**src/aes_ram.sv**
```systemverilog
// ----------------------------------------------------------------------------
// Generic RAM
// Single write port, single read port, registered read data.
// ----------------------------------------------------------------------------
module aes_ram #(
    parameter int WIDTH = 32,
    parameter int DEPTH = 44
) (
    input  logic                     aclk,
    input  logic                     wr_en,
    input  logic [$clog2(DEPTH)-1:0] wr_addr,
    input  logic [WIDTH-1:0]         wr_data,
    input  logic [$clog2(DEPTH)-1:0] rd_addr,
    output logic [WIDTH-1:0]         rd_data
);
    logic [WIDTH-1:0] mem [DEPTH];

    // Write and registered read.
    always_ff @(posedge aclk) begin
        if (wr_en) begin
            mem[wr_addr] <= wr_data;
        end
        rd_data <= mem[rd_addr];
    end
endmodule

```
**config.mk**
```make
export PLATFORM = sky130hd
export DESIGN_NAME = aes_ram
export DESIGN_NICKNAME = d
export VERILOG_FILES = /design/src/aes_ram.sv
export SDC_FILE = /design/constraint.sdc
export NUM_CORES = 1
export LEC_CHECK = 0
export ABC_AREA = 1
export BUFFER_PORTS_ARGS = -buffer_cell sky130_fd_sc_hd__buf_2
export CORE_MARGIN = 8
export CORE_UTILIZATION = 35
export DETAILED_ROUTE_END_ITERATION = 16
export PLACE_DENSITY = 0.56
export SYNTH_ARGS = -nofsm -noshare
export SYNTH_HDL_FRONTEND = slang
export SYNTH_SLANG_ARGS = --single-unit
```
**constraint.sdc**
```tcl
create_clock -name aclk -period 3.9 [get_ports aclk]
set_clock_uncertainty 0.2 [all_clocks]
set_input_delay 0.585 -clock aclk [delete_from_list [all_inputs] [get_ports aclk]]
set_output_delay 0.585 -clock aclk [all_outputs]
set_load 0.02 [all_outputs]
```
==> results by group <==
Yosys
  • Flip-flop and latch count after synthesis: between 1000 and 1500
  • Net count of the mapped netlist: 4716
  • Distinct cells, synth: 20
  • Avg Cell Area, Syn: 12.24 sq um
  • Yosys warnings: 0
  • Sequential cell area fraction in the yosys report: 75.08%
  • Area of the mapped netlist: roughly 57000 sq um
  • Cell count after synthesis: 4670

Setup path
  • Worst Path Arrival: about 1.8 ns
  • Crit-path slowest cell: sky130_fd_sc_hd__dfxtp_1
  • Buffers and inverters on the worst path: 1
  • Chain of cells forming the critical path: buf_2
  • Worst reg2reg startpoint: mem[19][9]
  • Endpoint of the worst-slack reg-to-reg timing path: rd_data[9]
  • Endpoint class of the critical path: output pin
  • Biggest fanout along the worst timing path: 2
  • Required time at the worst-slack endpoint: 3.12 ns
  • Setup crit start kind: flip-flop
  • Worst R2R Path Depth: 8
  • Kind of critical path: flip-flop to output pin
  • Worst setup slack for register-to-register paths: 2.13 ns
  • Cell family contributing the most delay on the critical path: flip-flops
  • Largest stage delay on the critical path: 0.72 ns

Layout
  • Commonest cells after routing, fill and taps aside: sky130_fd_sc_hd__nand2_1 (1442), sky130_fd_sc_hd__edfxtp_1 (1408), sky130_fd_sc_hd__nand3_1 (970)
  • Net count reported at finish: ~4800
  • Commonest non-fill, non-tap cell in the layout: sky130_fd_sc_hd__nand2_1
  • Share of cells above drive strength 1: 9.637%
  • Fill cells: 15050
  • Area Overhead vs Synth: 14.59%

Floorplan
  • Die outline height: 420.1 um
  • Ports: 78
  • Starting density of the core: 35.20%
  • Floorplan die area: ~180000 sq um
  • Number of cell rows: roughly 150
  • Core Footprint: 162400 sq um
  • Die span in x: 420.1 um

Clock network
  • TritonCTS clock tree: yes
  • Sinks on the clock net: 1440
  • Root Buffer Master: sky130_fd_sc_hd__clkbuf_16
  • Clock transition at the registers of the reported paths: 0.06 ns
  • Maximum root-to-sink buffer count: 3
  • CTS Hold Buffers Added: 0
  • Total of cells resized after clock tree synthesis: 0
  • Postcts setup bufs: 0
  • Total number of H-tree levels: 4
  • Clock buffer count from CTS: about 150
  • Insertion delay of the later-clocked pin in the worst-skew pair: 0.78 ns

Power and ir drop
  • P_leak: 22.74 nW
  • Design internal power: 25.65 mW
  • Switching Share: 23.19%
  • Share of power burned in the clock network: between 40 and 50%
  • Combinational power share: under 10%
  • Power per standard cell area: 509.9 nW/um^2
  • Switching Power: approximately 7.7 mW
  • Register share of total power: between 50% and 60%
  • Total power of the final layout: 33.40 mW
  • Highest ir drop seen on vdd: 403.9 uV

STA
  • Max frequency: 384.3 MHz
  • Final count of hold timing violations: 0
  • Final Cycle Share: 66.72%
  • Max-slew violation total from the final report: 0
  • Slew at the pin with the worst max-slew slack: 1.015 ns
  • Min Clock Period, post-route: 2.602 ns
  • Setup TNS: 0 ns
  • Headroom to the max-slew limit: 32.37%
  • Final setup violation count: 0
  • Unrepaired setup endpoints after global routing: false

Route
  • DR WL met2: 81.48 mm
  • Final routed DRC violation total: 0
  • Met1 layer wirelength in the final routing: between 60 and 70 mm
  • Total Wirelength: 169.5 mm
  • Routed length on met3: 11.76 mm
  • Detail-routed net length per standard cell: 24.08 um
  • DR iter-0 viols: 3995
  • Via-to-Cell Ratio: 5.230
  • Top layer reached by signal wires: met5
  • Pre-Repair DR Iteration Count: 5
  • Via count: 36810
  • Antenna violation net count after detailed routing: 0

Place
  • Half-perimeter wire length after placement: around 90 mm
  • Number of buffers inserted by port buffering: between 70 and 80
  • RD Place Congestion: 0.7927

GRT
  • First-pass GRT wire length: 246.1 mm
  • Overflow left after global routing: 0
  • Total track usage: roughly a fifth
  • Via count of the first global-routing pass: 34810
  • Maximum number of pins on one net before global-route repair: 121
  • Initial antenna violation count: 10

Worst hold path
  • Path category of the worst min-delay check: primary input to flip-flop
  • Startpoint of the lowest-slack hold path: rd_addr[1]
  • Min-Delay Endpoint: rd_data[25]
  • Worst hold path cell count: 6

Flow run
  • Max-capacitance violation count: 0

Run status
  • Outcome: complete, no violations
-- how the worst max path moves through the flow --
stage	from	end	slack [ns]	depth (start not counted)
3_3_place_gp	rd_addr[0]	rd_data[9]	0.73	12
4_1_cts	rd_data[0]	rd_data[0]	1.28	1
2_1_floorplan	wr_en	mem[5][0]	0.06	3
6_report	rd_data[0]	rd_data[0]	1.30	1
3_5_place_dp	rd_addr[0]	rd_data[9]	0.71	12
5_1_grt	rd_data[3]	rd_data[3]	1.32	1
-- through the flow --
step                hold WS [ns]  instances  worst slack (ns)  area [sq um]  utilization (%)
floorplan                 0.4404       4670           0.05561         57170                -
global placement          0.4966       6746            0.7289         60570            37.30
detailed placement        0.4819       6746            0.7114         60570            37.30
CTS                       0.1365       7021             1.275         65460            40.31
global route              0.2294       7034             1.320         65500            40.33
finish                    0.2038       7038             1.298         65510            40.34
-- per-layer routing --
metal / global-route usage, % / vias up
met5: 0 / -
met4: 7.314 / 2
met3: 3.291 / 253
met2: 31.02 / 1391
met1: 24.67 / 18410
li1: - / 16750
-- cell families (layout without fill, tap and decap cells) --
family / after synthesis / in the layout / synth area share, %
flops: 1440 / 1440 / 75.08
buf+inv: 344 / 520 / 3.001
compound gates: 252 / 252 / 2.482
other cells: 0 / 17 / 0
simple gates: 2634 / 2634 / 19.44
-- synth_stat cells --
cell	n	area share (%)
sky130_fd_sc_hd__nand2_1	1442	9.5
sky130_fd_sc_hd__edfxtp_1	1408	74
sky130_fd_sc_hd__nand3_1	970	8.5
sky130_fd_sc_hd__nor2_1	213	1.4
sky130_fd_sc_hd__o21ai_0	167	1.5
sky130_fd_sc_hd__clkbuf_1	163	1.1
sky130_fd_sc_hd__buf_2	53	0.46
sky130_fd_sc_hd__inv_1	37	0.24
sky130_fd_sc_hd__buf_6	33	0.65
sky130_fd_sc_hd__dfxtp_1	32	1.1
sky130_fd_sc_hd__o221ai_1	32	0.49
sky130_fd_sc_hd__buf_1	31	0.20
sky130_fd_sc_hd__o22ai_1	30	0.33
sky130_fd_sc_hd__o21ai_1	23	0.20
sky130_fd_sc_hd__buf_4	22	0.29
sky130_fd_sc_hd__nor3_1	9	0.079
sky130_fd_sc_hd__inv_2	2	0.013
sky130_fd_sc_hd__buf_12	1	0.035
sky130_fd_sc_hd__buf_8	1	0.026
sky130_fd_sc_hd__clkinv_1	1	0.0066
-- power by group through the flow --
stage | logic [mW] | clock network, mW | registers (mW)
3_5_place_dp | 2.00 | 0 | 17.6
6_report | 2.00 | 14.2 | 17.2
2_1_floorplan | 1.05 | 0 | 17.5
4_1_cts | 2.01 | 14.4 | 17.2
5_1_grt | 2.18 | 14.9 | 17.2
3_3_place_gp | 2.00 | 0 | 17.5
-- registers in the layout, indices dropped and copies added (netlist names) --
signal and cells:
mem 1408, rd_data 32
-- final cells by class --
type | count | area [sq um] | area share, %
antenna | 17 | 42.54 | 0.06494
timing repair buffer | 205 | 1903 | 2.905
inverter | 40 | 172.7 | 0.2636
clock inverter | 79 | 829.5 | 1.266
sequential | 1440 | 42920 | 65.52
tap | 2175 | 2721 | 4.154
clock buffer | 196 | 4060 | 6.198
multi-input combinational | 2886 | 12860 | 19.63
Note: power is estimated with default switching activity, not from simulation.
