<file path="config.mk">
export PLATFORM = sky130hd
export DESIGN_NAME = aes_keyexp
export DESIGN_NICKNAME = d
export VERILOG_FILES = /design/src/aes_pkg.sv /design/src/aes_keyexp.sv
export SDC_FILE = /design/constraint.sdc
export NUM_CORES = 1
export LEC_CHECK = 0
export ABC_CLOCK_PERIOD_IN_PS = 7200
export BUFFER_PORTS_ARGS = -buffer_cell sky130_fd_sc_hd__buf_2
export CAP_MARGIN = 20
export CORE_UTILIZATION = 35
export DETAILED_ROUTE_END_ITERATION = 10
export PLACE_DENSITY = 0.55
export SYNTH_ARGS = -nofsm -noshare
export SYNTH_HDL_FRONTEND = slang
export SYNTH_SLANG_ARGS = --single-unit
</file>
<file path="constraint.sdc">
create_clock -name aclk -period 7.2 [get_ports aclk]
set_input_delay 1.08 -clock aclk [delete_from_list [all_inputs] [get_ports aclk]]
set_output_delay 1.08 -clock aclk [all_outputs]
set_load 0.03 [all_outputs]
</file>
<file path="src/aes_pkg.sv">
// ----------------------------------------------------------------------------
// AES-128 package
// Shared types, constants and GF(2^8) helper functions for the AES block.
// ----------------------------------------------------------------------------
package aes_pkg;

    localparam int ROUNDS    = 10;
    localparam int KEY_WORDS = 4;
    localparam int RK_WORDS  = 4 * (ROUNDS + 1);
    localparam int RK_AW     = $clog2(RK_WORDS);
    localparam int CFG_AW    = 3;

    localparam logic [CFG_AW-1:0] REG_KEY_HIGH  = 3'd0;
    localparam logic [CFG_AW-1:0] REG_KEY_LOW   = 3'd1;
    localparam logic [CFG_AW-1:0] REG_IV_HIGH   = 3'd2;
    localparam logic [CFG_AW-1:0] REG_IV_LOW    = 3'd3;
    localparam logic [CFG_AW-1:0] REG_DIRECTION = 3'd4;
    localparam logic [CFG_AW-1:0] REG_CHAINING  = 3'd5;

    typedef struct packed {
        logic [63:0] block_high;
        logic [63:0] block_low;
        logic        message_start;
    } in_word_t;

    typedef struct packed {
        logic [63:0] result_high;
        logic [63:0] result_low;
    } out_word_t;

    typedef enum logic [2:0] {
        ST_IDLE, ST_EXPAND, ST_LOADKEY, ST_INIT, ST_ROUND, ST_DONE
    } state_t;

    // Control from the sequencer to the round unit.
    typedef struct packed {
        logic load;
        logic init;
        logic step;
        logic last;
        logic decrypt;
    } rnd_ctrl_t;

    function automatic logic [7:0] xt(input logic [7:0] v);
        return {v[6:0], 1'b0} ^ (v[7] ? 8'h1b : 8'h00);
    endfunction

    function automatic logic [7:0] sbox(input logic [7:0] v);
        logic [7:0] t [256];
        t = '{
 8'h63,8'h7c,8'h77,8'h7b,8'hf2,8'h6b,8'h6f,8'hc5,8'h30,8'h01,8'h67,8'h2b,8'hfe,8'hd7,8'hab,8'h76,
 8'hca,8'h82,8'hc9,8'h7d,8'hfa,8'h59,8'h47,8'hf0,8'had,8'hd4,8'ha2,8'haf,8'h9c,8'ha4,8'h72,8'hc0,
 8'hb7,8'hfd,8'h93,8'h26,8'h36,8'h3f,8'hf7,8'hcc,8'h34,8'ha5,8'he5,8'hf1,8'h71,8'hd8,8'h31,8'h15,
 8'h04,8'hc7,8'h23,8'hc3,8'h18,8'h96,8'h05,8'h9a,8'h07,8'h12,8'h80,8'he2,8'heb,8'h27,8'hb2,8'h75,
 8'h09,8'h83,8'h2c,8'h1a,8'h1b,8'h6e,8'h5a,8'ha0,8'h52,8'h3b,8'hd6,8'hb3,8'h29,8'he3,8'h2f,8'h84,
 8'h53,8'hd1,8'h00,8'hed,8'h20,8'hfc,8'hb1,8'h5b,8'h6a,8'hcb,8'hbe,8'h39,8'h4a,8'h4c,8'h58,8'hcf,
 8'hd0,8'hef,8'haa,8'hfb,8'h43,8'h4d,8'h33,8'h85,8'h45,8'hf9,8'h02,8'h7f,8'h50,8'h3c,8'h9f,8'ha8,
 8'h51,8'ha3,8'h40,8'h8f,8'h92,8'h9d,8'h38,8'hf5,8'hbc,8'hb6,8'hda,8'h21,8'h10,8'hff,8'hf3,8'hd2,
 8'hcd,8'h0c,8'h13,8'hec,8'h5f,8'h97,8'h44,8'h17,8'hc4,8'ha7,8'h7e,8'h3d,8'h64,8'h5d,8'h19,8'h73,
 8'h60,8'h81,8'h4f,8'hdc,8'h22,8'h2a,8'h90,8'h88,8'h46,8'hee,8'hb8,8'h14,8'hde,8'h5e,8'h0b,8'hdb,
 8'he0,8'h32,8'h3a,8'h0a,8'h49,8'h06,8'h24,8'h5c,8'hc2,8'hd3,8'hac,8'h62,8'h91,8'h95,8'he4,8'h79,
 8'he7,8'hc8,8'h37,8'h6d,8'h8d,8'hd5,8'h4e,8'ha9,8'h6c,8'h56,8'hf4,8'hea,8'h65,8'h7a,8'hae,8'h08,
 8'hba,8'h78,8'h25,8'h2e,8'h1c,8'ha6,8'hb4,8'hc6,8'he8,8'hdd,8'h74,8'h1f,8'h4b,8'hbd,8'h8b,8'h8a,
 8'h70,8'h3e,8'hb5,8'h66,8'h48,8'h03,8'hf6,8'h0e,8'h61,8'h35,8'h57,8'hb9,8'h86,8'hc1,8'h1d,8'h9e,
 8'he1,8'hf8,8'h98,8'h11,8'h69,8'hd9,8'h8e,8'h94,8'h9b,8'h1e,8'h87,8'he9,8'hce,8'h55,8'h28,8'hdf,
 8'h8c,8'ha1,8'h89,8'h0d,8'hbf,8'he6,8'h42,8'h68,8'h41,8'h99,8'h2d,8'h0f,8'hb0,8'h54,8'hbb,8'h16};
        return t[v];
    endfunction

    function automatic logic [7:0] inv_sbox(input logic [7:0] v);
        logic [7:0] t [256];
        t = '{
 8'h52,8'h09,8'h6a,8'hd5,8'h30,8'h36,8'ha5,8'h38,8'hbf,8'h40,8'ha3,8'h9e,8'h81,8'hf3,8'hd7,8'hfb,
 8'h7c,8'he3,8'h39,8'h82,8'h9b,8'h2f,8'hff,8'h87,8'h34,8'h8e,8'h43,8'h44,8'hc4,8'hde,8'he9,8'hcb,
 8'h54,8'h7b,8'h94,8'h32,8'ha6,8'hc2,8'h23,8'h3d,8'hee,8'h4c,8'h95,8'h0b,8'h42,8'hfa,8'hc3,8'h4e,
 8'h08,8'h2e,8'ha1,8'h66,8'h28,8'hd9,8'h24,8'hb2,8'h76,8'h5b,8'ha2,8'h49,8'h6d,8'h8b,8'hd1,8'h25,
 8'h72,8'hf8,8'hf6,8'h64,8'h86,8'h68,8'h98,8'h16,8'hd4,8'ha4,8'h5c,8'hcc,8'h5d,8'h65,8'hb6,8'h92,
 8'h6c,8'h70,8'h48,8'h50,8'hfd,8'hed,8'hb9,8'hda,8'h5e,8'h15,8'h46,8'h57,8'ha7,8'h8d,8'h9d,8'h84,
 8'h90,8'hd8,8'hab,8'h00,8'h8c,8'hbc,8'hd3,8'h0a,8'hf7,8'he4,8'h58,8'h05,8'hb8,8'hb3,8'h45,8'h06,
 8'hd0,8'h2c,8'h1e,8'h8f,8'hca,8'h3f,8'h0f,8'h02,8'hc1,8'haf,8'hbd,8'h03,8'h01,8'h13,8'h8a,8'h6b,
 8'h3a,8'h91,8'h11,8'h41,8'h4f,8'h67,8'hdc,8'hea,8'h97,8'hf2,8'hcf,8'hce,8'hf0,8'hb4,8'he6,8'h73,
 8'h96,8'hac,8'h74,8'h22,8'he7,8'had,8'h35,8'h85,8'he2,8'hf9,8'h37,8'he8,8'h1c,8'h75,8'hdf,8'h6e,
 8'h47,8'hf1,8'h1a,8'h71,8'h1d,8'h29,8'hc5,8'h89,8'h6f,8'hb7,8'h62,8'h0e,8'haa,8'h18,8'hbe,8'h1b,
 8'hfc,8'h56,8'h3e,8'h4b,8'hc6,8'hd2,8'h79,8'h20,8'h9a,8'hdb,8'hc0,8'hfe,8'h78,8'hcd,8'h5a,8'hf4,
 8'h1f,8'hdd,8'ha8,8'h33,8'h88,8'h07,8'hc7,8'h31,8'hb1,8'h12,8'h10,8'h59,8'h27,8'h80,8'hec,8'h5f,
 8'h60,8'h51,8'h7f,8'ha9,8'h19,8'hb5,8'h4a,8'h0d,8'h2d,8'he5,8'h7a,8'h9f,8'h93,8'hc9,8'h9c,8'hef,
 8'ha0,8'he0,8'h3b,8'h4d,8'hae,8'h2a,8'hf5,8'hb0,8'hc8,8'heb,8'hbb,8'h3c,8'h83,8'h53,8'h99,8'h61,
 8'h17,8'h2b,8'h04,8'h7e,8'hba,8'h77,8'hd6,8'h26,8'he1,8'h69,8'h14,8'h63,8'h55,8'h21,8'h0c,8'h7d};
        return t[v];
    endfunction

endpackage

</file>
<file path="src/aes_keyexp.sv">
// ----------------------------------------------------------------------------
// AES key expansion
// Produces one round-key word per cycle into the round-key RAM.
// ----------------------------------------------------------------------------
module aes_keyexp import aes_pkg::*; (
    input  logic             aclk,
    input  logic             aresetn,
    input  logic             start,
    input  logic [127:0]     key,
    output logic             busy,
    output logic             wr_en,
    output logic [RK_AW-1:0] wr_addr,
    output logic [31:0]      wr_data
);
    logic [RK_AW-1:0] idx_reg, idx_next;
    logic             busy_reg, busy_next;
    logic [127:0]     win_reg, win_next;
    logic [7:0]       rc_reg, rc_next;
    logic [31:0]      t, w;

    // Sliding window holds the last four words; new word from the oldest and the newest.
    always_comb begin
        t = win_reg[31:0];
        if (idx_reg[1:0] == 2'd0) begin
            t = {sbox(t[23:16]), sbox(t[15:8]), sbox(t[7:0]), sbox(t[31:24])}
                ^ {rc_reg, 24'd0};
        end
        w = (idx_reg < RK_AW'(KEY_WORDS)) ? key[127-32*idx_reg[1:0] -: 32]
                                          : (win_reg[127:96] ^ t);
    end

    always_comb begin
        busy_next = busy_reg;
        idx_next  = idx_reg;
        win_next  = win_reg;
        rc_next   = rc_reg;
        if (start) begin
            busy_next = 1'b1;
            idx_next  = '0;
            rc_next   = 8'h01;
        end else if (busy_reg) begin
            win_next = {win_reg[95:0], w};
            if (idx_reg >= RK_AW'(KEY_WORDS) && idx_reg[1:0] == 2'd0) begin
                rc_next = xt(rc_reg);
            end
            if (idx_reg == RK_AW'(RK_WORDS - 1)) begin
                busy_next = 1'b0;
            end else begin
                idx_next = idx_reg + 1'b1;
            end
        end
    end

    always_ff @(posedge aclk) begin
        if (!aresetn) begin
            busy_reg <= 1'b0;
            idx_reg  <= '0;
        end else begin
            busy_reg <= busy_next;
            idx_reg  <= idx_next;
        end
        win_reg <= win_next;
        rc_reg  <= rc_next;
    end

    assign busy    = busy_reg;
    assign wr_en   = busy_reg;
    assign wr_addr = idx_reg;
    assign wr_data = w;
endmodule

</file>
==> results of run 1 <==
## synth_stat cells, types with 12 or more instances
cell type  count  area, µm²
nand2_1      204        766
nor2_1       196        736
a21oi_1      157        786
o21ai_0      151        756
clkbuf_1     148        556
edfxtp_1     128       3840
mux4_2       121       2730
buf_2        105        526
nand2b_1      86        538
nor3_1        86        430
nand3_1       76        380
nor2b_1       73        457
ha_1          62        776
a31oi_1       60        375
a311oi_1      47        412
a211oi_1      46        345
mux2i_1       40        400
o211ai_1      37        278
o311ai_0      35        307
inv_1         34        128
buf_1         28        105
o31ai_1       27        203
or3_1         27        169
and2_1        23        144
a21o_1        21        158
or2_2         21        131
and3_1        20        125
a221oi_1      19        166
xnor2_1       19        166
mux2_2        18        203
dfxtp_1       15        300
o221ai_1      15        131
a211o_1       14        123
o21ai_1       14       70.1
xor2_1        14        123
a2111oi_0     13        114
a31o_2        12        105
o32ai_1       12        105
## layout make-up
class | instances | area [µm²]
clock buffers | 18 | 429
clock inverters | 14 | 150
fillers | 5643 | 34100
inverters | 44 | 165
multi-input cells | 1947 | 14200
flip-flops and latches | 143 | 4150
well taps | 748 | 936
repair buffers | 223 | 1290
## power groups by stage
stage	clock [µW]	combinational [µW]	sequential [µW]
detailed placement	0	998	986
floorplan	0	703	971
CTS	936	1000	968
finish	908	1040	968
global route	962	1090	972
global placement	0	1010	985
## cells by family after synthesis
kind of cell | count (synthesis) | synth area share [%]
buf+inv | 338 | 7.38
flops | 143 | 21.0
mux | 179 | 16.8
simple gates | 882 | 22.1
fa+ha+maj | 62 | 3.92
compound gates | 791 | 27.3
xor+xnor | 33 | 1.46
## worst reg2reg max path: cells and delay by family, from the launching register on
kind	cells	cell delay, ns
AND/OR/NAND/NOR	2	0.38
buffers and inverters	2	0.74
multiplexers	2	0.78
flip-flops	1	0.32
AO/OA/AOI/OAI	4	1.52
adder cells (fa/ha/maj)	1	0.42
## metal layers
layer  vias to the layer above  wire length, µm
li1                       9200                -
met1                     10300            34600
met2                      1680            37000
met3                       316             9860
met4                         4             4310
met5                         -               23
## per-stage QoR
stage / util [%] / total power [µW]
finish: 38.4 / 2910
global route: 38.4 / 3020
CTS: 38.4 / 2910
detailed placement: 37.4 / 1980
global placement: 37.4 / 1990
floorplan: - / 1670
## how the worst min path moves through the flow
stage                startpoint            to  slack [ns]  cells past startpoint
detailed placement  win_reg[76]  win_reg[108]        0.40                      0
floorplan           win_reg[68]  win_reg[100]        0.40                      0
CTS                 win_reg[45]   win_reg[77]        0.41                      0
finish              win_reg[45]   win_reg[77]        0.41                      0
global placement    win_reg[76]  win_reg[108]        0.40                      0
global route        win_reg[45]   win_reg[77]        0.42                      0
==> results.yml, run 1 <==
outcome:
  outcome: "finished, final reports clean"
worst_setup_path:
  cp.depth: 12
  r2r-end: "win_reg[7]"
  rr_startpoint: "win_reg[24]"
  path_common_cell: "o31ai_1"
  end_kind: "output pin"
  cp_cell_sequence: "buf_4 -> clkinv_1 -> ha_1 -> nor2b_1 -> o21ai_0 -> o31ai_1 -> mux4_2 -> mux2_2 -> a221oi_2 -> nor3_1 -> o31ai_1 -> buf_2"
  critPathLaunch: "win_reg[24]"
  cp_slowest_stage_delay_ns: 0.64
  cp_top_family: "compound AO/OA/AOI/OAI gates"
  cp.arrival_ns: 4.96
  crit_path_end: "wr_data[7]"
  worstSetupStartpointType: "register"
  worst_path_max_delay_cell: "o31ai_1"
  worstPathRequired_ns: 6.12
  rr_worst_depth: 11
  critical_path_buf_inv_count: 3
  critical_path.max_fanout: 33
  worstSetupPathType: "register to output pin"
  r2r_setup_slack_ns: 2.75
cts:
  cts_tree: "built"
  clkLatencyLatePin_ns: 0.48
  clockBufferDepth: 2
  cts.sinks: 143
  postCtsSetupBuffers: 0
  htreeDepth: 4
  root_buffer: "clkbuf_16"
  cts_made_buffers: 17
  clkTransAtPathRegs_ns: 0.08
  ctsResizeCount: 0
  cts_hold_buf: 0
detailed_routing:
  first_pass_iters: 6
  wl_per_cell_um: 27.4
  viasPerCell: 6.86
  drc_errors: 0
  drtAntennaViolNets: 0
  drt_iter0_markers: 3804
  drt_wl_total_um: 85800
  vias: 21500
placement:
  dp_cells: 3105
  dp_slack_ns: 1.86
  dpl_cell_area_um2: 20700
  dpl.hpwl_um: 58800
  io_buffer_count: 170
  place_congestion: 1.02
global_route:
  overflow: 0
  use_met1_pct: 39.7
  grt_pass1_vias: 19900
  grt_use_total_pct: 29.3
  use_met2_pct: 43.6
  grt_pass1_wl_um: 128000
  grt_max_degree: 129
  top_usage_layer: "met2"
  grt_util_met3_pct: 6.55
  antenna_found_initial: 5
power_and_ir_drop:
  max-vdd-ir-drop_mv: 0.193
  pwr-share-clk_pct: 31.2
  power.share.combinational_pct: 35.6
  powerDensity_nw_per_um2: 137
  p_int_uw: 1810
  p_switching_uw: 1100
  p_leak_uw: 0.00765
  switching_share_pct: 37.9
  p_seq_share_pct: 33.2
synth:
  synthesis.nets: 2621
  synth-main-ff-cell: "edfxtp_1"
  synth_cell_type_count: 86
  async_flop_share_pct: 0
  syn_inst: 2428
  synth_area_um2: 19800
  synth_edf_count: 128
  yosysSeqAreaShare_pct: 21.0
  ys_ff_latch: 143
  ys_warn_count: 0
  avgSynthCellArea_um2: 8.15
floorplanning:
  io_pins: 171
  core_area_um2: 55400
  die_w_um: 240
  rows: 86
  start_util_pct: 35.7
  die-area_um2: 57500
  dieHeight_um: 240
timing:
  tightest_slew_ns: 1.02
  setup_viol: 0
  slew_violations: 0
  fin_ws_ns: 1.16
  fin_tns_setup_ns: 0
  max_slew_margin_pct: 31.8
  rsz0062_at_grt: "no"
  finalHoldViolCount: 0
  finClkSkew_ns: 0.0188
  period_needed_ns: 6.04
  timing.fmax_mhz: 166
  whs_ns: 0.406
  finalCritPeriodShare_pct: 83.9
run:
  max_cap_viol_count: 0
finish:
  drive_gt1_share_pct: 18.9
  final_cell_mix: "204 x nand2_1, 196 x nor2_1, 170 x buf_2"
  largest_reg_flops: 128
  final_common_cell: "nand2_1"
  nNetsFinal: 2569
  area_delta_synth_final_pct: 7.73
  antennaDiodeCount: 0
  final_cells: 3137
  final_cell_area_um2: 21300
hold_path:
  hold_path_class: "register to register"
Note: power is estimated with default switching activity, not from simulation.
==> inputs of run 2 (changes only) <==
--- a/config.mk
+++ b/config.mk
@@ -5,7 +5,7 @@
 export SDC_FILE = /design/constraint.sdc
 export NUM_CORES = 1
 export LEC_CHECK = 0
-export ABC_CLOCK_PERIOD_IN_PS = 7200
+export ABC_CLOCK_PERIOD_IN_PS = 4850
 export BUFFER_PORTS_ARGS = -buffer_cell sky130_fd_sc_hd__buf_2
 export CAP_MARGIN = 20
 export CORE_UTILIZATION = 35
==> constraint.sdc (replaced) <==
create_clock -name aclk -period 4.85 [get_ports aclk]
set_input_delay 0.7275 -clock aclk [delete_from_list [all_inputs] [get_ports aclk]]
set_output_delay 0.7275 -clock aclk [all_outputs]
set_load 0.03 [all_outputs]
==> run 2 against run 1 <==
  * Setup slack worse by 1.1 ns
  * Clock power rose by 45%
  * Highest routed layer unchanged
  * Combinational power rose by 63%
  * Total power up 53%
  * Critical path type unchanged
==> results.yml, run 2 (synthesis gave the netlist of run 1 again) <==
floorplanning:
  io_pins: 171
  start_util_pct: 35.7
  die-area_um2: 57500
  core_area_um2: 55400
  dieHeight_um: 240
  rows: 86
  die_w_um: 240
cts:
  htreeDepth: 4
  root_buffer: "clkbuf_16"
  clkTransAtPathRegs_ns: 0.07
  clockBufferDepth: 2
  cts.sinks: 143
  cts_hold_buf: 0
  cts_made_buffers: 17
  clkLatencyLatePin_ns: 0.47
  cts_tree: "built"
finish:
  final_util_pct: 41.1
  area_delta_synth_final_pct: 15.1
  final_cells: 3274
  drive_gt1_share_pct: 25.1
  final_cell_mix: "201 x nand2_1, 192 x nor2_1, 169 x buf_2"
  largest_reg_flops: 128
  nNetsFinal: 2705
  final_common_cell: "nand2_1"
  fillers: 5639
power_and_ir_drop:
  finalPower_uw: 4440
  p_switching_uw: 1670
  p_int_uw: 2770
  pwr-share-clk_pct: 29.7
  power.share.combinational_pct: 38.3
  p_leak_uw: 0.00840
  switching_share_pct: 37.6
  powerDensity_nw_per_um2: 195
  p_seq_share_pct: 32.0
  max-vdd-ir-drop_mv: 0.284
global_route:
  grt_pass1_vias: 20600
  grt_use_total_pct: 31.5
  grt_max_degree: 135
  antenna_found_initial: 4
  grt_pass1_wl_um: 136000
  overflow: 0
timing:
  tightest_slew_ns: 0.974
  finalHoldViolCount: 0
  slew_violations: 0
  setup_viol: 0
  whs_ns: 0.418
  rsz0062_at_grt: "yes"
  period_needed_ns: 4.75
  finClkSkew_ns: 0.0122
  finalCritPeriodShare_pct: 97.9
  max_slew_margin_pct: 35.1
  fin_tns_setup_ns: 0
  timing.fmax_mhz: 211
worst_setup_path:
  critical_path.max_fanout: 22
  cp.arrival_ns: 4.02
  end_kind: "output pin"
  worstSetupPathType: "register to output pin"
  worstPathRequired_ns: 4.12
  worstSetupStartpointType: "register"
placement:
  dp_cells: 3225
  place_congestion: 1.07
  io_buffer_count: 170
  dpl.hpwl_um: 65400
detailed_routing:
  drt_wl_total_um: 92100
  first_pass_iters: 8
  drtAntennaViolNets: 0
  viasPerCell: 6.77
  drt_iter0_markers: 3580
  wl_per_cell_um: 28.1
  drc_errors: 0
  vias: 22100
hold_path:
  hold_path_class: "register to register"
outcome:
  outcome: "finished, final reports clean"
run:
  max_cap_viol_count: 0
==> run 2: changes by cell type in the layout (fill, tap and decap cells not counted), moves of 4 or more <==
cell       change
a2111oi_0      -4
ha_4           +7
buf_4        +117
nor2_1         -4
ha_2           +9
buf_12        +13
nor2b_2        +6
nor2b_1        -6
ha_1          -16
==> run 2: through the flow <==
| stage | cell area [µm²] | setup WS, ns |
|---|---|---|
| 6_report | 22800 | 0.100 |
| 5_1_grt | 22800 | -0.0373 |
| 4_1_cts | 22400 | -0.0714 |
| 3_5_place_dp | 21800 | 0.228 |
| 3_3_place_gp | 21800 | 0.202 |
| 2_1_floorplan | 19800 | 0.123 |
==> run 2: what timing repair did <==
item / CTS / global route
endpoints found under the setup margin: 11 / 26
buffers inserted: 3 / 12
pin swaps: 0 / 1
gates resized for setup: 17 / 50
==> run 2: area by class of cell <==
class                      count  area [µm²]  share of cell area [%]
timing repair buffer         359        2510                    11.0
clock buffer                  17         425                    1.87
clock inverter                15         153                   0.670
antenna                        1        2.50                  0.0110
multi-input combinational   1947       14400                    63.4
tap                          748         936                    4.11
sequential                   143        4150                    18.2
inverter                      44         165                   0.725
==> run 2: power by group through the flow <==
stage          clock [µW]  combinational, µW  sequential, µW
2_1_floorplan           0               1040            1440
3_3_place_gp            0               1610            1450
3_5_place_dp            0               1600            1450
4_1_cts              1360               1610            1430
5_1_grt              1400               1780            1420
6_report             1320               1700            1420
==> run 2: worst paths after layout <==
check	end	from	slack, ns	cells past startpoint
worst max register to register	win_reg[14]	win_reg[0]	1.23	11
worst min-delay path	win_reg[90]	win_reg[58]	0.42	0
worst min register to register	win_reg[90]	win_reg[58]	0.42	0
worst max-delay path	wr_data[14]	win_reg[0]	0.10	12
==> run 2: worst max-delay path: stages (launching register included) <==
cell	delay, ns
edfxtp_1	0.45
buf_4	0.27
ha_1	0.24
buf_4	0.18
nand2_2	0.16
a21oi_1	0.10
a21o_1	0.19
mux4_2	0.46
mux4_2	0.51
mux2i_1	0.18
xor2_1	0.37
a21oi_1	0.17
buf_2	0.25
==> run 2: layer usage <==
layer  vias to the layer above  GRT usage [%]  share of wire (%)
li1                       9483              -                  -
met1                     10600           42.1                 40
met2                      1691           47.6                 43
met3                       353           7.63                 12
met4                         8           14.9                5.4
met5                         -              0              0.062
